[src/hdl/rgb_pair_to_ycbcr422_macros.svh]
`ifndef RGB_PAIR_TO_YCBCR422_MACROS_SVH
`define RGB_PAIR_TO_YCBCR422_MACROS_SVH

// Same-cycle implication, checked on every rising clock edge outside reset.
`define YCC422_CHECK_NOW(lbl, pre, post, msg) \
   lbl: assert property (@(posedge clock) disable iff (reset) (pre) |-> (post)) \
      else $error(msg);

// Next-cycle implication, checked on every rising clock edge outside reset.
`define YCC422_CHECK_NEXT(lbl, pre, post, msg) \
   lbl: assert property (@(posedge clock) disable iff (reset) (pre) |=> (post)) \
      else $error(msg);

`endif

[src/hdl/ycc422_pkg.sv]
`default_nettype none

package ycc422_pkg;

   // Component and result widths.
   localparam int unsigned CompWidth  = 8;
   localparam int unsigned PairWidth  = 6 * CompWidth;
   localparam int unsigned WordWidth  = 4 * CompWidth;
   localparam int unsigned LumaWidth  = 18;
   localparam int unsigned ChromWidth = 25;

   // Luma coefficients, numerator at most 255 * 1000.
   localparam logic [LumaWidth-1:0] LumaKr = 18'd299;
   localparam logic [LumaWidth-1:0] LumaKg = 18'd587;
   localparam logic [LumaWidth-1:0] LumaKb = 18'd114;

   // Chroma coefficients and bias, numerators stay below 2^25.
   localparam logic [ChromWidth-1:0] CbKr       = 25'd16874;
   localparam logic [ChromWidth-1:0] CbKg       = 25'd33126;
   localparam logic [ChromWidth-1:0] CbKb       = 25'd50000;
   localparam logic [ChromWidth-1:0] CrKr       = 25'd50000;
   localparam logic [ChromWidth-1:0] CrKg       = 25'd41869;
   localparam logic [ChromWidth-1:0] CrKb       = 25'd8131;
   localparam logic [ChromWidth-1:0] ChromaBias = 25'd12800000;

   // Reciprocals: ceil(2^28 / 1000) and ceil(2^41 / 100000). Both are exact
   // over the full numerator range, so no correction step is needed.
   localparam logic [18:0] LumaRecip  = 19'd268436;
   localparam int unsigned LumaShift  = 28;
   localparam logic [24:0] ChromRecip = 25'd21990233;
   localparam int unsigned ChromShift = 41;

   typedef struct packed {
      logic [CompWidth-1:0] blue_second;
      logic [CompWidth-1:0] green_second;
      logic [CompWidth-1:0] red_second;
      logic [CompWidth-1:0] blue_first;
      logic [CompWidth-1:0] green_first;
      logic [CompWidth-1:0] red_first;
   } pair_type;

   typedef struct packed {
      logic [LumaWidth-1:0]  luma_first;
      logic [LumaWidth-1:0]  luma_second;
      logic [ChromWidth-1:0] cb_first;
      logic [ChromWidth-1:0] cb_second;
      logic [ChromWidth-1:0] cr_first;
      logic [ChromWidth-1:0] cr_second;
   } numer_type;

   typedef struct packed {
      logic [CompWidth-1:0] y_first;
      logic [CompWidth-1:0] y_second;
      logic [CompWidth-1:0] cb_first;
      logic [CompWidth-1:0] cb_second;
      logic [CompWidth-1:0] cr_first;
      logic [CompWidth-1:0] cr_second;
   } quot_type;

   function automatic logic [LumaWidth-1:0] luma_numer(
      input logic [CompWidth-1:0] r,
      input logic [CompWidth-1:0] g,
      input logic [CompWidth-1:0] b
   );
      return LumaKr * {10'd0, r} + LumaKg * {10'd0, g} + LumaKb * {10'd0, b};
   endfunction

   function automatic logic [ChromWidth-1:0] cb_numer(
      input logic [CompWidth-1:0] r,
      input logic [CompWidth-1:0] g,
      input logic [CompWidth-1:0] b
   );
      logic [ChromWidth-1:0] pos;
      logic [ChromWidth-1:0] neg;
      pos = CbKb * {17'd0, b} + ChromaBias;
      neg = CbKr * {17'd0, r} + CbKg * {17'd0, g};
      return pos - neg;
   endfunction

   function automatic logic [ChromWidth-1:0] cr_numer(
      input logic [CompWidth-1:0] r,
      input logic [CompWidth-1:0] g,
      input logic [CompWidth-1:0] b
   );
      logic [ChromWidth-1:0] pos;
      logic [ChromWidth-1:0] neg;
      pos = CrKr * {17'd0, r} + ChromaBias;
      neg = CrKg * {17'd0, g} + CrKb * {17'd0, b};
      return pos - neg;
   endfunction

   // Divide a luma numerator by 1000 through its reciprocal.
   function automatic logic [CompWidth-1:0] luma_div(input logic [LumaWidth-1:0] n);
      logic [36:0] prod;
      prod = {19'd0, n} * {18'd0, LumaRecip};
      return prod[LumaShift +: CompWidth];
   endfunction

   // Divide a chroma numerator by 100000 through its reciprocal.
   function automatic logic [CompWidth-1:0] chrom_div(input logic [ChromWidth-1:0] n);
      logic [49:0] prod;
      prod = {25'd0, n} * {25'd0, ChromRecip};
      return prod[ChromShift +: CompWidth];
   endfunction

endpackage

`default_nettype wire

[src/hdl/ycc422_recip.sv]
`default_nettype none

module ycc422_recip (
   input  wire logic                   clock,
   input  wire logic                   reset,
   input  wire logic                   in_valid,
   output logic                        in_ready,
   input  wire ycc422_pkg::numer_type  in_numer,
   output logic                        out_valid,
   input  wire logic                   out_ready,
   output ycc422_pkg::quot_type        out_quot
);
   import ycc422_pkg::*;

   logic     valid_ff;
   logic     valid_in;
   quot_type quot_ff;
   quot_type quot_in;

   assign in_ready = !valid_ff || out_ready;
   assign valid_in = in_ready ? in_valid : valid_ff;

   // Truncating divisions as reciprocal multiplies, one per component.
   always_comb begin
      quot_in.y_first   = luma_div(in_numer.luma_first);
      quot_in.y_second  = luma_div(in_numer.luma_second);
      quot_in.cb_first  = chrom_div(in_numer.cb_first);
      quot_in.cb_second = chrom_div(in_numer.cb_second);
      quot_in.cr_first  = chrom_div(in_numer.cr_first);
      quot_in.cr_second = chrom_div(in_numer.cr_second);
   end

   always_ff @(posedge clock) begin
      if (reset) begin
         valid_ff <= 1'b0;
      end else begin
         valid_ff <= valid_in;
      end
   end

   always_ff @(posedge clock) begin
      if (in_ready && in_valid) begin
         quot_ff <= quot_in;
      end
   end

   assign out_valid = valid_ff;
   assign out_quot  = quot_ff;

endmodule

`default_nettype wire

[config.mk]
export PLATFORM = sky130hd
export DESIGN_NAME = ycc422_recip
export DESIGN_NICKNAME = d
export VERILOG_FILES = /design/src/hdl/rgb_pair_to_ycbcr422_macros.svh /design/src/hdl/ycc422_pkg.sv /design/src/hdl/ycc422_recip.sv
export SDC_FILE = /design/constraint.sdc
export NUM_CORES = 2
export LEC_CHECK = 0
export BUFFER_PORTS_ARGS = -buffer_cell sky130_fd_sc_hd__buf_2
export CAP_MARGIN = 20
export CORE_MARGIN = 3
export CORE_UTILIZATION = 61
export DETAILED_ROUTE_END_ITERATION = 10
export PLACE_DENSITY = 0.91
export SLEW_MARGIN = 0
export SYNTH_ARGS = -nofsm -noshare
export SYNTH_HDL_FRONTEND = slang
export SYNTH_SLANG_ARGS = --single-unit
[constraint.sdc]
create_clock -name clock -period 9.1 [get_ports clock]
set_clock_uncertainty 0.05 [all_clocks]
set_input_delay 0.455 -clock clock [delete_from_list [all_inputs] [get_ports clock]]
set_output_delay 0.455 -clock clock [all_outputs]
set_load 0.03 [all_outputs]
[After elaboration in Yosys (flattened, before gate mapping)]
Index checks and enable logic that the tools add are counted.
Storage, ports and cells
  bits in registers: 49
  bits of input ports: 140
  output and inout bits: 50
  word-level logic and storage cells: 16
Operators by class
  multipliers: 6
  reductions and logical operators: 3
Operator list (number)
  multiplier 25 x 25 -> 49 bit, second input constant: 4
  multiplier 18 x 17 -> 34 bit, second input constant: 2
  logical AND 1 bit: 1
  logical NOT 1 bit: 1
  logical OR 1 bit: 1

[Longest topological paths before layout]
  word-level depth: 3
  depth in mapped cells: 22
  mapped depth without buffers: 22

[Worst setup path before layout]
No wires, ideal clock.
  kind: input-to-reg
  start: in in_numer[37] in the netlist's numbering
  end: reg quot_ff (netlist bit out_quot[8]) (data pin)
  library setup time: 272 ps
  arrival: 5705 ps
  required time: 8778 ps
  path slack: 3073 ps
  cell stages on the path: 20
  path buffers: 0
  path through: ha_1 > fa_1 > inv_1 > fa_1 > inv_1 > fa_1 > fa_1 > inv_1 > fa_1 > fa_1 > inv_1 > ha_1 > and3_1 > a221o_1 > a21o_1 > nor4b_1 > o21ai_1 > a211o_1 > o211ai_1 > a31oi_1
RTL lines
  from (decl): line ycc422_recip.sv:8  | input wire ycc422_pkg::numer_type in_numer,
  to (signal assigned): line ycc422_recip.sv:43  | quot_ff <= quot_in;
  to (decl): line ycc422_recip.sv:17  | quot_type quot_ff;

==> out/qor.yml <==
drive_gt1_share_pct: 3.97
status: "finished, final reports clean"
critPathLaunchType: "input pin"
fin_nets: 8181
fin_crit_sh_pct: 77.9
syn_avg_cell_area_um2: 10.1
wl_per_cell_um: 19.0
cts_resized: 0
initial_core_util_pct: 61.7
hold_violations: 0
gr-usage-met1_pct: 35.0
hp-class: "input pin to register"
gr-total-overflow: 0
cts_sinks: 49
core_um2: 86900
syn2layout_area_growth_pct: 4.81
seq_area_frac_synth_pct: 2.73
clk_pin_slew_ns: 0.08
period_minus_slack_ns: 7.09
synth.distinct_cells: 69
rsz0062_at_grt: "false"
synth_seq_cells: 49
place.gp.congestion: 0.967
multiInputGateArea_um2: 44800
yosys.area.top_type_share_pct: 41.2
num_rows: 108
setup-tns-final_ns: 0
gr-usage-met3_pct: 4.97
nFillCells: 6258
holdWs_ns: 0.200
drc: 0
clk_latency_ns: 0.35
grt_pass1_wl_mm: 210
antenna_left: 0
worstPathArrival_ns: 7.17
setup_viol: 0
cp_max_fo: 12
synthCells: 5321
synth_warnings: 0
syn_nets: 7985
viasPerCell: 5.52
clk_root_buffer_cell: "clkbuf_16"
clock_path_buffers: 2
wirelength_mm: 127
postCtsSetupRepairBufs: 0
grtUsageMet2_pct: 51.8
cts_tree: "built"
synth_edf_count: 48
cts_hold_buf: 0
hpwl_mm: 115
detail_route.first_pass.iterations: 7
grt_max_degree: 49
die_area_um2: 91400
synthArstFlopShare_pct: 0
synth_largest_area_cell: "fa_1"
cp-end-kind: "register"
worst_pin_slew_ns: 1.03
yosys_most_used_dff: "edfxtp_1"
fmax_mhz: 141
track_usage_pct: 29.2
synthTopCellsByArea: "fa_1 41%, ha_1 33%, inv_1 14%"
drv_cap: 0
htree_levels: 2
portBuffers: 189
die_h_um: 302
drv_slew: 0
synth_common_cells: "1949 x inv_1, 1420 x ha_1, 1104 x fa_1"
drtIter0Drc: 2091
ioPinCount: 190
die_x_um: 302
via_count: 36900
cts_made_buffers: 5
seq_area_um2: 1460
syn_area_um2: 53600
crit_required_ns: 9.18
antenna_found_initial: 16
crit_type: "input pin to register"
grt_busiest_layer: "met2"
synth_most_common_cell: "inv_1"
maxSlewHeadroom_pct: 30.3
grt_pass1_vias: 42700
==> path summary, 6_finish.rpt <==
kind                            end              startpoint  cells past startpoint  slack, ns
min          out_valid$_SDFFE_PP0N_                   reset                      2       0.20
max          out_quot[20]$_DFFE_PP_            in_numer[70]                     21       2.01
min reg2reg  out_valid$_SDFFE_PP0N_  out_valid$_SDFFE_PP0N_                      2       0.49
max reg2reg  out_quot[46]$_DFFE_PP_  out_valid$_SDFFE_PP0N_                      2       7.41
==> metal layers <==
layer,up-vias,part of all wire (%)
met2,1298,50
met3,412,6.4
met5,-,0.049
met4,10,4.6
li1,16800,-
met1,18400,39
==> per-stage QoR <==
step           cell area, µm²  setup slack (ns)  cells  utilization, %
2_1_floorplan           53600              3.07   5321               -
3_3_place_gp            56000              2.05   6664            64.4
3_5_place_dp            56000              1.95   6664            64.4
4_1_cts                 56100              2.37   6672            64.6
5_1_grt                 56100              1.78   6679            64.6
6_report                56200              2.01   6685            64.6
==> placed cells by master (no fill, tap or decap), types with 8 or more instances in the layout <==
cell | netlist | final
inv_1 | 1949 | 1949
ha_1 | 1420 | 1420
fa_1 | 1104 | 1104
buf_2 | 0 | 189
a21oi_1 | 126 | 126
a21o_1 | 80 | 80
o21ai_0 | 70 | 70
nor2_1 | 69 | 69
nand2_1 | 68 | 68
edfxtp_1 | 48 | 48
xnor2_1 | 41 | 41
nand3_1 | 34 | 34
nand4_1 | 30 | 30
nor3_1 | 24 | 24
and3_1 | 20 | 20
o21a_1 | 20 | 20
a211oi_1 | 19 | 19
xor2_1 | 19 | 19
nor2b_1 | 14 | 14
o211ai_1 | 13 | 13
diode_2 | 0 | 12
or3_1 | 11 | 11
and4_1 | 8 | 8
a31o_2 | 8 | 8
a31oi_1 | 8 | 8
==> sequential cells by signal, indices dropped and copies added (netlist names) <==
signal	cells
out_quot	48
out_valid	1
==> worst max-delay path, stage by stage <==
cell      delay (ns)
buf_2           0.35
ha_1            0.34
fa_1            0.52
inv_1           0.07
fa_1            0.52
fa_1            0.53
inv_1           0.06
fa_1            0.52
fa_1            0.51
inv_1           0.06
fa_1            0.48
inv_1           0.05
ha_1            0.32
and3_1          0.28
nand3_1         0.15
nor2_1          0.32
nand4_1         0.15
o21ai_0         0.57
a31oi_1         0.32
o21a_1          0.24
o311ai_0        0.34
==> kinds of logic (layout without fill, tap and decap cells) <==
family                     count (synthesis)  in the layout  synth area share, %
buffers and inverters                   1950           2147                 13.7
adders and majority gates               2524           2524                 74.4
and+or+nand+nor                          312            312                 2.96
AOI/OAI and AO/OA                        426            426                 5.26
other                                      0             12                    0
xor gates and xnor gates                  60             60                0.981
DFF                                       49             49                 2.73
==> cell type report <==
| type | count | share of cell area (%) |
|---|---|---|
| Multi-Input combinational cell | 3322 | 79.8 |
| Inverter | 1949 | 13.0 |
| Sequential cell | 49 | 2.60 |
| Tap cell | 1155 | 2.57 |
| Timing Repair Buffer | 190 | 1.71 |
| Clock buffer | 5 | 0.223 |
| Antenna cell | 12 | 0.0535 |
| Clock inverter | 3 | 0.0379 |
Power is not shown: default switching activity piles up to over one toggle a cycle in this logic, so the estimate is an artifact.
