[src/hdl/rgb_pair_to_ycbcr422_macros.svh]
`ifndef RGB_PAIR_TO_YCBCR422_MACROS_SVH
`define RGB_PAIR_TO_YCBCR422_MACROS_SVH

// Same-cycle implication, checked on every rising clock edge outside reset.
`define YCC422_CHECK_NOW(lbl, pre, post, msg) \
   lbl: assert property (@(posedge clock) disable iff (reset) (pre) |-> (post)) \
      else $error(msg);

// Next-cycle implication, checked on every rising clock edge outside reset.
`define YCC422_CHECK_NEXT(lbl, pre, post, msg) \
   lbl: assert property (@(posedge clock) disable iff (reset) (pre) |=> (post)) \
      else $error(msg);

`endif

[src/hdl/ycc422_pkg.sv]
`default_nettype none

package ycc422_pkg;

   // Component and result widths.
   localparam int unsigned CompWidth  = 8;
   localparam int unsigned PairWidth  = 6 * CompWidth;
   localparam int unsigned WordWidth  = 4 * CompWidth;
   localparam int unsigned LumaWidth  = 18;
   localparam int unsigned ChromWidth = 25;

   // Luma coefficients, numerator at most 255 * 1000.
   localparam logic [LumaWidth-1:0] LumaKr = 18'd299;
   localparam logic [LumaWidth-1:0] LumaKg = 18'd587;
   localparam logic [LumaWidth-1:0] LumaKb = 18'd114;

   // Chroma coefficients and bias, numerators stay below 2^25.
   localparam logic [ChromWidth-1:0] CbKr       = 25'd16874;
   localparam logic [ChromWidth-1:0] CbKg       = 25'd33126;
   localparam logic [ChromWidth-1:0] CbKb       = 25'd50000;
   localparam logic [ChromWidth-1:0] CrKr       = 25'd50000;
   localparam logic [ChromWidth-1:0] CrKg       = 25'd41869;
   localparam logic [ChromWidth-1:0] CrKb       = 25'd8131;
   localparam logic [ChromWidth-1:0] ChromaBias = 25'd12800000;

   // Reciprocals: ceil(2^28 / 1000) and ceil(2^41 / 100000). Both are exact
   // over the full numerator range, so no correction step is needed.
   localparam logic [18:0] LumaRecip  = 19'd268436;
   localparam int unsigned LumaShift  = 28;
   localparam logic [24:0] ChromRecip = 25'd21990233;
   localparam int unsigned ChromShift = 41;

   typedef struct packed {
      logic [CompWidth-1:0] blue_second;
      logic [CompWidth-1:0] green_second;
      logic [CompWidth-1:0] red_second;
      logic [CompWidth-1:0] blue_first;
      logic [CompWidth-1:0] green_first;
      logic [CompWidth-1:0] red_first;
   } pair_type;

   typedef struct packed {
      logic [LumaWidth-1:0]  luma_first;
      logic [LumaWidth-1:0]  luma_second;
      logic [ChromWidth-1:0] cb_first;
      logic [ChromWidth-1:0] cb_second;
      logic [ChromWidth-1:0] cr_first;
      logic [ChromWidth-1:0] cr_second;
   } numer_type;

   typedef struct packed {
      logic [CompWidth-1:0] y_first;
      logic [CompWidth-1:0] y_second;
      logic [CompWidth-1:0] cb_first;
      logic [CompWidth-1:0] cb_second;
      logic [CompWidth-1:0] cr_first;
      logic [CompWidth-1:0] cr_second;
   } quot_type;

   function automatic logic [LumaWidth-1:0] luma_numer(
      input logic [CompWidth-1:0] r,
      input logic [CompWidth-1:0] g,
      input logic [CompWidth-1:0] b
   );
      return LumaKr * {10'd0, r} + LumaKg * {10'd0, g} + LumaKb * {10'd0, b};
   endfunction

   function automatic logic [ChromWidth-1:0] cb_numer(
      input logic [CompWidth-1:0] r,
      input logic [CompWidth-1:0] g,
      input logic [CompWidth-1:0] b
   );
      logic [ChromWidth-1:0] pos;
      logic [ChromWidth-1:0] neg;
      pos = CbKb * {17'd0, b} + ChromaBias;
      neg = CbKr * {17'd0, r} + CbKg * {17'd0, g};
      return pos - neg;
   endfunction

   function automatic logic [ChromWidth-1:0] cr_numer(
      input logic [CompWidth-1:0] r,
      input logic [CompWidth-1:0] g,
      input logic [CompWidth-1:0] b
   );
      logic [ChromWidth-1:0] pos;
      logic [ChromWidth-1:0] neg;
      pos = CrKr * {17'd0, r} + ChromaBias;
      neg = CrKg * {17'd0, g} + CrKb * {17'd0, b};
      return pos - neg;
   endfunction

   // Divide a luma numerator by 1000 through its reciprocal.
   function automatic logic [CompWidth-1:0] luma_div(input logic [LumaWidth-1:0] n);
      logic [36:0] prod;
      prod = {19'd0, n} * {18'd0, LumaRecip};
      return prod[LumaShift +: CompWidth];
   endfunction

   // Divide a chroma numerator by 100000 through its reciprocal.
   function automatic logic [CompWidth-1:0] chrom_div(input logic [ChromWidth-1:0] n);
      logic [49:0] prod;
      prod = {25'd0, n} * {25'd0, ChromRecip};
      return prod[ChromShift +: CompWidth];
   endfunction

endpackage

`default_nettype wire

[src/hdl/ycc422_pack.sv]
`default_nettype none

module ycc422_pack (
   input  wire logic                                  clock,
   input  wire logic                                  reset,
   input  wire logic                                  in_valid,
   output logic                                       in_ready,
   input  wire ycc422_pkg::quot_type                  in_quot,
   output logic                                       out_valid,
   input  wire logic                                  out_ready,
   output logic [ycc422_pkg::WordWidth-1:0]           out_word
);
   import ycc422_pkg::*;

   logic                 valid_ff;
   logic                 valid_in;
   logic [WordWidth-1:0] word_ff;
   logic [WordWidth-1:0] word_in;
   logic [CompWidth:0]   cb_sum;
   logic [CompWidth:0]   cr_sum;

   assign in_ready = !valid_ff || out_ready;
   assign valid_in = in_ready ? in_valid : valid_ff;

   // Average the two chroma samples and pack Y1, Cb, Y2, Cr from the top down.
   always_comb begin
      cb_sum  = {1'b0, in_quot.cb_first} + {1'b0, in_quot.cb_second};
      cr_sum  = {1'b0, in_quot.cr_first} + {1'b0, in_quot.cr_second};
      word_in = {in_quot.y_first, cb_sum[CompWidth:1],
                 in_quot.y_second, cr_sum[CompWidth:1]};
   end

   always_ff @(posedge clock) begin
      if (reset) begin
         valid_ff <= 1'b0;
      end else begin
         valid_ff <= valid_in;
      end
   end

   always_ff @(posedge clock) begin
      if (in_ready && in_valid) begin
         word_ff <= word_in;
      end
   end

   assign out_valid = valid_ff;
   assign out_word  = word_ff;

endmodule

`default_nettype wire

[config.mk]
export PLATFORM = sky130hd
export DESIGN_NAME = ycc422_pack
export DESIGN_NICKNAME = d
export VERILOG_FILES = /design/src/hdl/rgb_pair_to_ycbcr422_macros.svh /design/src/hdl/ycc422_pkg.sv /design/src/hdl/ycc422_pack.sv
export SDC_FILE = /design/constraint.sdc
export NUM_CORES = 1
export LEC_CHECK = 0
export BUFFER_PORTS_ARGS = -buffer_cell sky130_fd_sc_hd__buf_2
export CORE_MARGIN = 2
export CORE_UTILIZATION = 45
export DETAILED_ROUTE_END_ITERATION = 12
export PLACE_DENSITY = 0.86
export SLEW_MARGIN = 20
export SYNTH_ARGS = -nofsm -noshare
export SYNTH_HDL_FRONTEND = slang
export SYNTH_SLANG_ARGS = --single-unit
[constraint.sdc]
create_clock -name clock -period 2.2 [get_ports clock]
set_input_delay 0 -clock clock [delete_from_list [all_inputs] [get_ports clock]]
set_output_delay 0 -clock clock [all_outputs]
set_load 0.005 [all_outputs]
# ---- Word level (Yosys, flattened, before mapping)
# Index checks and enable logic that the tools add are counted.
# W data, S select, Z words.
dict set report classes {
  reduce_logical 3
  n_addsub 2
}
# op count
set ops {}
lappend ops {{$add A8 B8 Y9} 2}
lappend ops {{$logic_and A1 B1 Y1} 1}
lappend ops {{$logic_not A1 Y1} 1}
lappend ops {{$logic_or A1 B1 Y1} 1}
dict set report word_totals {
  reg_bits 33
  input_bits 52
  output_inout_bits 34
  wordCells 7
}

# ---- Logic depth before layout (Yosys ltp)
dict set report depth {
  word_depth 3
  depth_mapped 6
}

# ---- Least setup slack after synthesis
# Ideal clock, no wire load.
dict set report synth_timing {
  path_type {reg2reg}
  startpoint {register valid_ff, in the netlist out_valid}
  endpoint {register word_ff[0], in the netlist out_word[0], enable pin}
  path_buffers 0
  path_stages_with_launch 3
  arrival_ps 1234
  required_time_ps 1808
  path_slack_ps 574
  synth_period_minus_slack_ps 1626
  cell_sequence {dfxtp_1 -> nand2b_1 -> and2_1}
}
dict set report synth_via {
  elab_chain_len 3
}
# element line
set synth_lines {}
lappend synth_lines {{from (decl)} ycc422_pack.sv:15} ;# logic valid_ff;
lappend synth_lines {{from (signal assigned)} ycc422_pack.sv:37} ;# valid_ff <= valid_in;
lappend synth_lines {{$logic_not A1 Y1} ycc422_pack.sv:22} ;# assign in_ready = !valid_ff || out_ready;
lappend synth_lines {{$logic_or A1 B1 Y1} ycc422_pack.sv:22}
lappend synth_lines {{via in_ready} ycc422_pack.sv:7} ;# output logic in_ready,
lappend synth_lines {{$logic_and A1 B1 Y1} ycc422_pack.sv:42} ;# if (in_ready && in_valid) begin
lappend synth_lines {{to (signal assigned)} ycc422_pack.sv:43} ;# word_ff <= word_in;
lappend synth_lines {{to (decl)} ycc422_pack.sv:17} ;# logic [WordWidth-1:0] word_ff;
# The timed path passes the listed nets, and every way through them passes these cells.
# A chain may end at the register's enable or synchronous reset.

# ---- Final worst setup path
dict set report layout_timing {
  startpoint {register valid_ff, in the netlist out_valid}
  endpoint {register valid_ff, in the netlist out_valid}
}
dict set report layout_via {
  elab_chain_len 2
}
# element line
set layout_lines {}
lappend layout_lines {{$logic_not A1 Y1} ycc422_pack.sv:22}
lappend layout_lines {{$logic_or A1 B1 Y1} ycc422_pack.sv:22}
# Every way passes these cells.

==> impl_metrics.yaml <==
logic_synthesis:
  ys_types: 30
  synth_area_per_cell_um2: 13.8
  synth_cells: 120
  async_reset_ff_share_pct: 0
  yosys.area.top_type: "edfxtp_1"
  syn_nets: 188
  synth_edf_count: 32
  synth_top_area_share_pct: 58.0
  ys_seq_elements: 33
  ys.flop_type: "edfxtp_1"
  synth_warnings: 0
  synthTopCellsByArea: "edfxtp_1 58%, ha_1 11%, a21oi_1 3.0%"
  synthesis.area_um2: 1660
  synth_seq_area_share_pct: 59.2
cts:
  cts_tree: "yes"
  cts_buffers: 5
  cts_resized: 0
  clkLatencyLatePin_ns: 0.28
  clockBufferDepth: 2
  clock_sinks: 33
  clkTransAtPathRegs_ns: 0.07
  root_buffer: "clkbuf_8"
  htreeDepth: 2
floorplanning:
  die_x_um: 64.7
  die_area_um2: 4180
  start_util_pct: 45.9
  core_um2: 3610
  die_h_um: 64.7
  ios: 86
  rows: 22
placed_design:
  portBuffers: 85
  gp_congestion: 0.810
  dp_hpwl_mm: 2.75
  pre_cts_ws_ns: 0.697
sta:
  drv_slew: 0
  rsz0062_at_grt: "false"
  worst_slew_margin_rel_pct: 73.7
  fin_ws_ns: 0.880
  fin_crit_sh_pct: 60.0
  fin_setup_tns_ns: 0
  clock_skew_ns: 0.00456
  worstMarginPinSlew_ns: 0.394
  setup_viol: 0
  finalCriticalPeriod_ns: 1.32
  max_freq_mhz: 757
  hold_viol: 0
route:
  ant_nets: 0
  drt_iter0_drc: 60
  drc: 0
  wl_per_cell_um: 14.4
  drt-total-wl_mm: 4.03
  dr.pass1.iters: 4
  via_per_inst: 5.03
  vias: 1409
setup_path:
  start_kind: "flip-flop"
  critPathCaptureType: "flip-flop"
  slowest_stage: "dlygate4sd3_1"
  critPathRequiredTime_ns: 2.42
  arrival_ns: 1.54
  crit_chain: "nand2b_1, a21oi_1, dlygate4sd3_1"
  cp_slowest_stage_delay_ns: 0.60
  cp_max_fo: 3
  critPathKind: "reg -> reg"
global_route:
  grt_pass1_wl_mm: 6.29
  use_met1_pct: 22.6
  grt-busiest-layer: "met2"
  grt_max_degree: 33
  grt_overflow: 0
  grt_util_met2_pct: 37.9
  grt_pass1_vias: 1331
  track_usage_pct: 20.5
  antenna_found_initial: 0
  use_met3_pct: 4.86
min_path:
  hold_class: "in -> reg"
cells_and_area:
  nets: 299
  final_layout_size_suffix_gt1_share_pct: 43.1
  area_growth_pct: 47.9
  n_antenna_cell: 0
  fill_cells: 267
pwr:
  vdd_ir_drop_max_uv: 257
  leakage_uw: 0.00111
  power.density_nw_per_um2: 695
outcome:
  status: "completed"
flow_run:
  cap_viol_max_count: 0
final timing paths:
check | startpoint | endpoint | slack, ns | depth (start not counted)
worst max register to register | out_valid | out_valid | 0.88 | 3
worst min-delay path | in_quot[25] | out_word[16] | 0.08 | 2
worst min register to register | out_valid | out_word[9] | 1.10 | 3
worst max-delay path | out_valid | out_valid | 0.88 | 3
flip-flops by register name, indices dropped and copies added, names as in the netlist:
| signal | count |
|---|---|
| out_valid | 1 |
| out_word | 32 |
critical path, delay by kind of cell, from the launching register on:
kind | cells | cell delay [ns]
compound gates | 1 | 0.19
buf+inv | 1 | 0.60
flops | 1 | 0.36
simple gates | 1 | 0.11
routing by layer:
layer	up-vias	wire length [µm]
met3	8	259
met4	0	78
met5	-	0
met2	65	2080
li1	683	-
met1	653	1610
cell type report:
| cell class | count | area (µm²) | area share, % |
|---|---|---|---|
| Sequential cell | 33 | 981 | 40.0 |
| Tap cell | 48 | 60.1 | 2.45 |
| Inverter | 8 | 30.0 | 1.23 |
| Multi-Input combinational cell | 79 | 646 | 26.4 |
| Clock buffer | 6 | 82.6 | 3.37 |
| Clock inverter | 2 | 37.5 | 1.53 |
| Timing Repair Buffer | 104 | 613 | 25.0 |
cell families (layout without fill, tap and decap cells):
group / count (synthesis) / after routing / synth area share, %
buf+inv: 8 / 120 / 1.81
flops: 33 / 33 / 59.2
fa+ha+maj: 16 / 16 / 13.0
compound gates: 28 / 28 / 12.7
simple gates: 26 / 26 / 8.46
xor+xnor: 8 / 8 / 4.23
mux: 1 / 1 / 0.604
timing repair:
item	in CTS	in global routing
hold buffers	18	0
buffers inserted	0	0
hold endpoints to repair	17	0
cells in the mapped netlist, types with 2 or more instances:
library cell and n:
xor2_1 4, nand3_1 3, nor4_1 2, o21bai_1 2
and2_1 3, edfxtp_1 32, fa_1 2, xnor2_1 4
nor3_1 3, nand4_1 3, a21o_1 4, o21ai_1 2
a21oi_1 10, nand2_1 5, ha_1 14, nor2b_1 3
a311o_1 4, inv_1 7, nand2b_1 2
layout by cell type (no fill, tap or decap), types with 4 or more instances in the layout:
master         instances
inv_1                  7
dlygate4sd3_1         18
ha_1                  14
a21oi_1               10
edfxtp_1              32
buf_2                 85
xor2_1                 4
a311o_1                4
a21o_1                 4
xnor2_1                4
nand2_1                5
clkbuf_8               6
stage by stage:
stage          total power [µW]  hold WS, ns  std cells  util [%]  area, µm²
2_1_floorplan               965       0.0691        120         -       1660
3_3_place_gp               1090        0.161        254      59.6       2150
3_5_place_dp               1100        0.163        254      59.6       2150
4_1_cts                    1700       0.0724        280      67.9       2450
5_1_grt                    1780       0.0917        280      67.9       2450
6_report                   1700       0.0826        280      67.9       2450
report_power, final:
| part | total, µW | switching (µW) | internal (µW) |
|---|---|---|---|
| registers | 777 | 13.6 | 763 |
| logic | 341 | 167 | 173 |
| clock network | 586 | 218 | 368 |
(Power assumes the default switching activity.)
