===== src/hdl/rgb_pair_to_ycbcr422_macros.svh =====
`ifndef RGB_PAIR_TO_YCBCR422_MACROS_SVH
`define RGB_PAIR_TO_YCBCR422_MACROS_SVH

// Same-cycle implication, checked on every rising clock edge outside reset.
`define YCC422_CHECK_NOW(lbl, pre, post, msg) \
   lbl: assert property (@(posedge clock) disable iff (reset) (pre) |-> (post)) \
      else $error(msg);

// Next-cycle implication, checked on every rising clock edge outside reset.
`define YCC422_CHECK_NEXT(lbl, pre, post, msg) \
   lbl: assert property (@(posedge clock) disable iff (reset) (pre) |=> (post)) \
      else $error(msg);

`endif


===== src/hdl/ycc422_pkg.sv =====
`default_nettype none

package ycc422_pkg;

   // Component and result widths.
   localparam int unsigned CompWidth  = 8;
   localparam int unsigned PairWidth  = 6 * CompWidth;
   localparam int unsigned WordWidth  = 4 * CompWidth;
   localparam int unsigned LumaWidth  = 18;
   localparam int unsigned ChromWidth = 25;

   // Luma coefficients, numerator at most 255 * 1000.
   localparam logic [LumaWidth-1:0] LumaKr = 18'd299;
   localparam logic [LumaWidth-1:0] LumaKg = 18'd587;
   localparam logic [LumaWidth-1:0] LumaKb = 18'd114;

   // Chroma coefficients and bias, numerators stay below 2^25.
   localparam logic [ChromWidth-1:0] CbKr       = 25'd16874;
   localparam logic [ChromWidth-1:0] CbKg       = 25'd33126;
   localparam logic [ChromWidth-1:0] CbKb       = 25'd50000;
   localparam logic [ChromWidth-1:0] CrKr       = 25'd50000;
   localparam logic [ChromWidth-1:0] CrKg       = 25'd41869;
   localparam logic [ChromWidth-1:0] CrKb       = 25'd8131;
   localparam logic [ChromWidth-1:0] ChromaBias = 25'd12800000;

   // Reciprocals: ceil(2^28 / 1000) and ceil(2^41 / 100000). Both are exact
   // over the full numerator range, so no correction step is needed.
   localparam logic [18:0] LumaRecip  = 19'd268436;
   localparam int unsigned LumaShift  = 28;
   localparam logic [24:0] ChromRecip = 25'd21990233;
   localparam int unsigned ChromShift = 41;

   typedef struct packed {
      logic [CompWidth-1:0] blue_second;
      logic [CompWidth-1:0] green_second;
      logic [CompWidth-1:0] red_second;
      logic [CompWidth-1:0] blue_first;
      logic [CompWidth-1:0] green_first;
      logic [CompWidth-1:0] red_first;
   } pair_type;

   typedef struct packed {
      logic [LumaWidth-1:0]  luma_first;
      logic [LumaWidth-1:0]  luma_second;
      logic [ChromWidth-1:0] cb_first;
      logic [ChromWidth-1:0] cb_second;
      logic [ChromWidth-1:0] cr_first;
      logic [ChromWidth-1:0] cr_second;
   } numer_type;

   typedef struct packed {
      logic [CompWidth-1:0] y_first;
      logic [CompWidth-1:0] y_second;
      logic [CompWidth-1:0] cb_first;
      logic [CompWidth-1:0] cb_second;
      logic [CompWidth-1:0] cr_first;
      logic [CompWidth-1:0] cr_second;
   } quot_type;

   function automatic logic [LumaWidth-1:0] luma_numer(
      input logic [CompWidth-1:0] r,
      input logic [CompWidth-1:0] g,
      input logic [CompWidth-1:0] b
   );
      return LumaKr * {10'd0, r} + LumaKg * {10'd0, g} + LumaKb * {10'd0, b};
   endfunction

   function automatic logic [ChromWidth-1:0] cb_numer(
      input logic [CompWidth-1:0] r,
      input logic [CompWidth-1:0] g,
      input logic [CompWidth-1:0] b
   );
      logic [ChromWidth-1:0] pos;
      logic [ChromWidth-1:0] neg;
      pos = CbKb * {17'd0, b} + ChromaBias;
      neg = CbKr * {17'd0, r} + CbKg * {17'd0, g};
      return pos - neg;
   endfunction

   function automatic logic [ChromWidth-1:0] cr_numer(
      input logic [CompWidth-1:0] r,
      input logic [CompWidth-1:0] g,
      input logic [CompWidth-1:0] b
   );
      logic [ChromWidth-1:0] pos;
      logic [ChromWidth-1:0] neg;
      pos = CrKr * {17'd0, r} + ChromaBias;
      neg = CrKg * {17'd0, g} + CrKb * {17'd0, b};
      return pos - neg;
   endfunction

   // Divide a luma numerator by 1000 through its reciprocal.
   function automatic logic [CompWidth-1:0] luma_div(input logic [LumaWidth-1:0] n);
      logic [36:0] prod;
      prod = {19'd0, n} * {18'd0, LumaRecip};
      return prod[LumaShift +: CompWidth];
   endfunction

   // Divide a chroma numerator by 100000 through its reciprocal.
   function automatic logic [CompWidth-1:0] chrom_div(input logic [ChromWidth-1:0] n);
      logic [49:0] prod;
      prod = {25'd0, n} * {25'd0, ChromRecip};
      return prod[ChromShift +: CompWidth];
   endfunction

endpackage

`default_nettype wire


===== src/hdl/ycc422_numer.sv =====
`default_nettype none

module ycc422_numer (
   input  wire logic                  clock,
   input  wire logic                  reset,
   input  wire logic                  in_valid,
   output logic                       in_ready,
   input  wire ycc422_pkg::pair_type  in_pair,
   output logic                       out_valid,
   input  wire logic                  out_ready,
   output ycc422_pkg::numer_type      out_numer
);
   import ycc422_pkg::*;

   logic      valid_ff;
   logic      valid_in;
   numer_type numer_ff;
   numer_type numer_in;

   // The stage takes a beat when it is empty or its content moves on.
   assign in_ready = !valid_ff || out_ready;
   assign valid_in = in_ready ? in_valid : valid_ff;

   // Weighted sums for both pixels of the pair.
   always_comb begin
      numer_in.luma_first  = luma_numer(in_pair.red_first, in_pair.green_first,
                                        in_pair.blue_first);
      numer_in.luma_second = luma_numer(in_pair.red_second, in_pair.green_second,
                                        in_pair.blue_second);
      numer_in.cb_first    = cb_numer(in_pair.red_first, in_pair.green_first,
                                      in_pair.blue_first);
      numer_in.cb_second   = cb_numer(in_pair.red_second, in_pair.green_second,
                                      in_pair.blue_second);
      numer_in.cr_first    = cr_numer(in_pair.red_first, in_pair.green_first,
                                      in_pair.blue_first);
      numer_in.cr_second   = cr_numer(in_pair.red_second, in_pair.green_second,
                                      in_pair.blue_second);
   end

   always_ff @(posedge clock) begin
      if (reset) begin
         valid_ff <= 1'b0;
      end else begin
         valid_ff <= valid_in;
      end
   end

   always_ff @(posedge clock) begin
      if (in_ready && in_valid) begin
         numer_ff <= numer_in;
      end
   end

   assign out_valid = valid_ff;
   assign out_numer = numer_ff;

endmodule

`default_nettype wire


===== config.mk =====
export PLATFORM = sky130hd
export DESIGN_NAME = ycc422_numer
export DESIGN_NICKNAME = d
export VERILOG_FILES = /design/src/hdl/rgb_pair_to_ycbcr422_macros.svh /design/src/hdl/ycc422_pkg.sv /design/src/hdl/ycc422_numer.sv
export SDC_FILE = /design/constraint.sdc
export NUM_CORES = 2
export LEC_CHECK = 0
export BUFFER_PORTS_ARGS = -buffer_cell sky130_fd_sc_hd__buf_2
export CAP_MARGIN = 20
export CORE_MARGIN = 3
export CORE_UTILIZATION = 57
export DETAILED_ROUTE_END_ITERATION = 10
export GPL_TIMING_DRIVEN = 0
export PLACE_DENSITY = 0.75
export SKIP_LAST_GASP = 1
export SLEW_MARGIN = 10
export SYNTH_ARGS = -nofsm -noshare
export SYNTH_HDL_FRONTEND = slang
export SYNTH_SLANG_ARGS = --single-unit

===== constraint.sdc =====
create_clock -name clock -period 12.5 [get_ports clock]
set_clock_uncertainty 0.2 [all_clocks]
set_input_delay 3.75 -clock clock [delete_from_list [all_inputs] [get_ports clock]]
set_output_delay 3.75 -clock clock [all_outputs]
set_load 0.005 [all_outputs]

======== Word level (Yosys, flattened, before mapping) ========
Index checks and enable logic that the tools add are counted.
word-level totals
  bits in registers ....................... 137
  bits of input ports ..................... 52
  output and inout port bits .............. 138
  word-level logic and storage cells ...... 44
operators by class
  add/subtract/negate cells ............... 16
  multipliers ............................. 18
  reductions and logical operators ........ 3
operator list
  cell                                                                 number
  24-bit by 24-bit adder with 25-bit output, second input constant     4
  25-bit subtractor                                                    4
  12-bit by 8-bit multiplier with 20-bit output, first input constant  4
  23-bit by 24-bit adder with 25-bit output                            2
  24-bit by 21-bit adder with 25-bit output                            2
  16-bit by 8-bit multiplier with 24-bit output, first input constant  2
  15-bit by 8-bit multiplier with 23-bit output, first input constant  2
  14-bit by 8-bit multiplier with 22-bit output, first input constant  2
  13-bit by 8-bit multiplier with 21-bit output, first input constant  2
  17-bit by 18-bit adder with 18-bit output                            2
  18-bit by 15-bit adder with 18-bit output                            2
  10-bit by 8-bit multiplier with 18-bit output, first input constant  2
  9-bit by 8-bit multiplier with 17-bit output, first input constant   2
  6-bit by 8-bit multiplier with 14-bit output, first input constant   2
  1-bit logical AND                                                    1
  1-bit zero test                                                      1
  1-bit logical OR                                                     1

======== Depth between registers and ports, before layout ========
  word-level depth ........................ 3
  mapped depth ............................ 33
  mapped depth without buffers ............ 32

======== Worst setup path before layout ========
Ideal clock, no wire load.
  path kind ............................... input to register
  from .................................... input in_pair[2] (netlist name)
  to ...................................... register numer_ff (netlist bit out_numer[46]) (data pin)
  setup time .............................. 195 ps
  arrival time ............................ 10380 ps
  data required time ...................... 12105 ps
  path slack .............................. 1725 ps
  cell stages on the path ................. 28
  buffers on the path ..................... 1
  cells stage by stage .................... ha_1 -> ha_1 -> fa_1 -> inv_1 -> fa_1 -> inv_1 -> ha_1 -> nor2b_1 -> o21a_1 -> o21ai_0 -> a21o_1 -> nand2_1 -> a21oi_1 -> xor2_1 -> ha_1 -> ha_1 -> fa_1 -> fa_1 -> fa_1 -> inv_1 -> ha_1 -> clkbuf_1 -> a21oi_1 -> nor2_1 -> o21a_1 -> o41ai_1 -> or4b_1 -> o311ai_0
RTL lines
  item                  line                source
  start, declared       ycc422_numer.sv:8   input wire ycc422_pkg::pair_type in_pair,
  end signal, assigned  ycc422_numer.sv:50  numer_ff <= numer_in;
  end, declared         ycc422_numer.sv:17  numer_type numer_ff;

==> summary.md <==
| Metric | Value |
|---|---|
| Die Wd | 258 um |
| DR pass1 iterations | 5 |
| Synth Area in Adders | 0.573 |
| Synth top area cells | ha_1 (29%), fa_1 (28%), edfxtp_1 (11%), inv_1 (9.3%), xnor2_1 (3.4%) |
| Synth Area per Inst | 9.93 um2 |
| Final HPWL DP | 75400 um |
| Clock Tree Root | clkbuf_16 |
| Mux cell area share after synthesis | 0.00249 |
| Die Y-Extent | 258 um |
| GPL Wtd Cong | 0.978 |
| Die area | 0.0665 mm2 |
| MaxCap Viol Count | 0 |
| Vias | 26100 |
| Clock Sinks | 133 |
| CTS clk-pin slew, worst paths | 0.08 ns |
| Main combinational cell family by area after synthesis | adder cells |
| Worst Hold Class | reg2reg |
| Least-Margin Pin Slew | 0.824 ns |
| Sequential share of the synthesized area | 0.110 |
| Worst Hold Launch | out_valid |
| Compound-Gate Fraction of Synth Area | 0.104 |
| Setup TNS Final | 0 ns |
| Flops & latches, synth | 133 |
| ANT nets after route | 0 |
| DR WL/cell | 18.9 um |
| Yosys top cell area share | 0.290 |
| Number of vias per cell | 5.55 |
| Total track usage | 0.275 |
| Xor/xnor share of the synthesized area | 0.0550 |
| Hold Buf Count CTS | 0 |
| Part of the cycle the worst path needs | 0.942 |
| CP Capture Type | flop |
| RR Startpoint | out_valid |
| Gr ovfl total | 0 |
| Slew Viols, Final | 0 |
| Slew HR | 0.445 |
| Crit path kind | in2reg |
| Synth Warn # | 0 |
| Required time worst endpoint | 12.58 ns |
| Critical Path AT | 11.85 ns |
| Status | complete, no violations |
| Netlist cell types | 76 |
| Dpl cells | 4670 |
| Largest net degree at the start of global routing | 58 |
| Initial antenna violation count | 3 |
| Final hold violation count | 0 |
| Worst r2r path cells | 3 |
| Async set-reset flop share out of synthesis | 0 |
| Min cycle time layout | 11.77 ns |
| RSZ-0062 raised after global routing | false |
| Min-Delay Path Depth | 2 |
| Critical path startpoint category | primary input |
| Cell taking the most area after synthesis | ha_1 |
| DRC Markers | 0 |
| Cells after synthesis | 3642 |
| Number of enable flip-flop cells after synthesis | 132 |
| Ys flop type | edfxtp_1 |
| Most frequent cell after synthesis | inv_1 |
| Largest stage delay on the critical path | 0.62 ns |
| Fmax | 84.9 MHz |
| Starting DRT DRC Count | 1771 |
| Global-route wire length before repair | 141000 um |
| Synthesized area | 0.0361 mm2 |
| Share of layout cells above drive strength 1 | 0.0660 |
| CTS resizes | 0 |
| Most common library cells after synthesis | inv_1 (899), ha_1 (839), fa_1 (511) |
| Crit path max-delay cell type | o41ai_1 |
| CTS buffer count | 17 |
| Non-Filler Instances | 4705 |
| FF-to-FF End | out_numer[24] |
| Reg-to-reg setup timing slack | 10.76 ns |
| Initial Utilization | 0.581 |
| # fillers | 5107 |
| Clock Tree Buf Depth | 2 |
| I/O Buffers | 187 |
| Crit path max fanout | 9 |
| Number of buffers added for setup after CTS | 0 |
| Final Hold Slack | 0.334 ns |
| Setup crit start | in_pair[0] |
| Final nets | 5254 |
| CORE AREA | 0.0622 mm2 |
| H-tree levels | 4 |
| Area Overhead vs Synth | 7.34% |
| Worst skew pair latency | 0.47 ns |
| Final WL | 88900 um |
| CTS tree | built |
| Fin util | 0.624 |
| WHS Endpoint | out_valid |
| Vias in the first global route | 26400 |
| Num ports | 190 |
| Simple-gate share of the synthesized area | 0.0583 |
| Final setup fails | 0 |
| Row Count | 91 |
[worst max-delay path, delay by kind of cell]
kind | cells | cell delay (ns)
AO/OA/AOI/OAI | 6 | 1.54
XOR/XNOR | 1 | 0.26
adder cells (fa/ha/maj) | 10 | 3.91
buffers and inverters | 7 | 1.19
AND/OR/NAND/NOR | 5 | 1.18
[placed cells by master (no fill, tap or decap), drive strengths merged, types with 30 or more instances in the layout]
cell	Yosys	final
clkbuf	21	38
o21a	31	31
o21bai	30	30
nor3	32	32
nand3	37	37
a21oi	182	182
xnor2	141	141
a21o	87	87
inv	899	910
ha	839	839
buf	4	193
nand2	95	95
edfxtp	132	132
nor2	93	93
xor2	86	86
fa	511	511
o21ai	102	102
[stage by stage]
| step | area [um2] | worst slack (ns) |
|---|---|---|
| 3_3_place_gp | 38100 | 0.598 |
| 2_1_floorplan | 36200 | 1.72 |
| 3_5_place_dp | 38200 | 0.454 |
| 5_1_grt | 38800 | 0.417 |
| 6_report | 38800 | 0.725 |
| 4_1_cts | 38800 | 0.973 |
[layer usage]
layer | vias to the layer above | part of all wire | global-route usage | routed length (um)
met1 | 12600 | 0.47 | 0.402 | 41300
met5 | - | 0 | 0 | 0
met2 | 925 | 0.41 | 0.393 | 36200
met4 | 0 | 0.024 | 0.0756 | 2150
li1 | 12400 | - | - | -
met3 | 127 | 0.10 | 0.0872 | 9170
[worst max-delay path by stage]
stage / endpoint / slack, ns / cells after the start
after floorplan: out_numer[46] / 1.72 / 28
after global placement: out_numer[46] / 0.60 / 29
after detailed placement: out_numer[46] / 0.45 / 29
after CTS: out_numer[46] / 0.97 / 29
after global routing: out_numer[22] / 0.42 / 30
final: out_numer[46] / 0.73 / 29
[layout make-up]
class | count | area, um2 | area share
clock buffer | 17 | 425 | 0.0110
multi-input combinational | 2587 | 28700 | 0.739
timing repair buffer | 189 | 991 | 0.0255
inverter | 899 | 3370 | 0.0870
antenna | 3 | 7.51 | 0.000193
buffer | 25 | 110 | 0.00284
clock inverter | 15 | 174 | 0.00448
sequential | 133 | 3980 | 0.103
tap | 837 | 1050 | 0.0270
[registers in the layout, summed over array words and instances, names as in the netlist]
register / count
out_numer: 132
out_valid: 1
[logic make-up after synthesis]
| kind of cell | after synthesis |
|---|---|
| adders and majority gates | 1350 |
| buffers and inverters | 924 |
| AOI/OAI and AO/OA | 578 |
| and+or+nand+nor | 419 |
| xor gates and xnor gates | 227 |
| DFF | 133 |
| muxes | 9 |
| other | 2 |
Power is left out: the tool's default activity adds up to more than one toggle a clock period on the data nets, which glitch-free logic cannot reach.
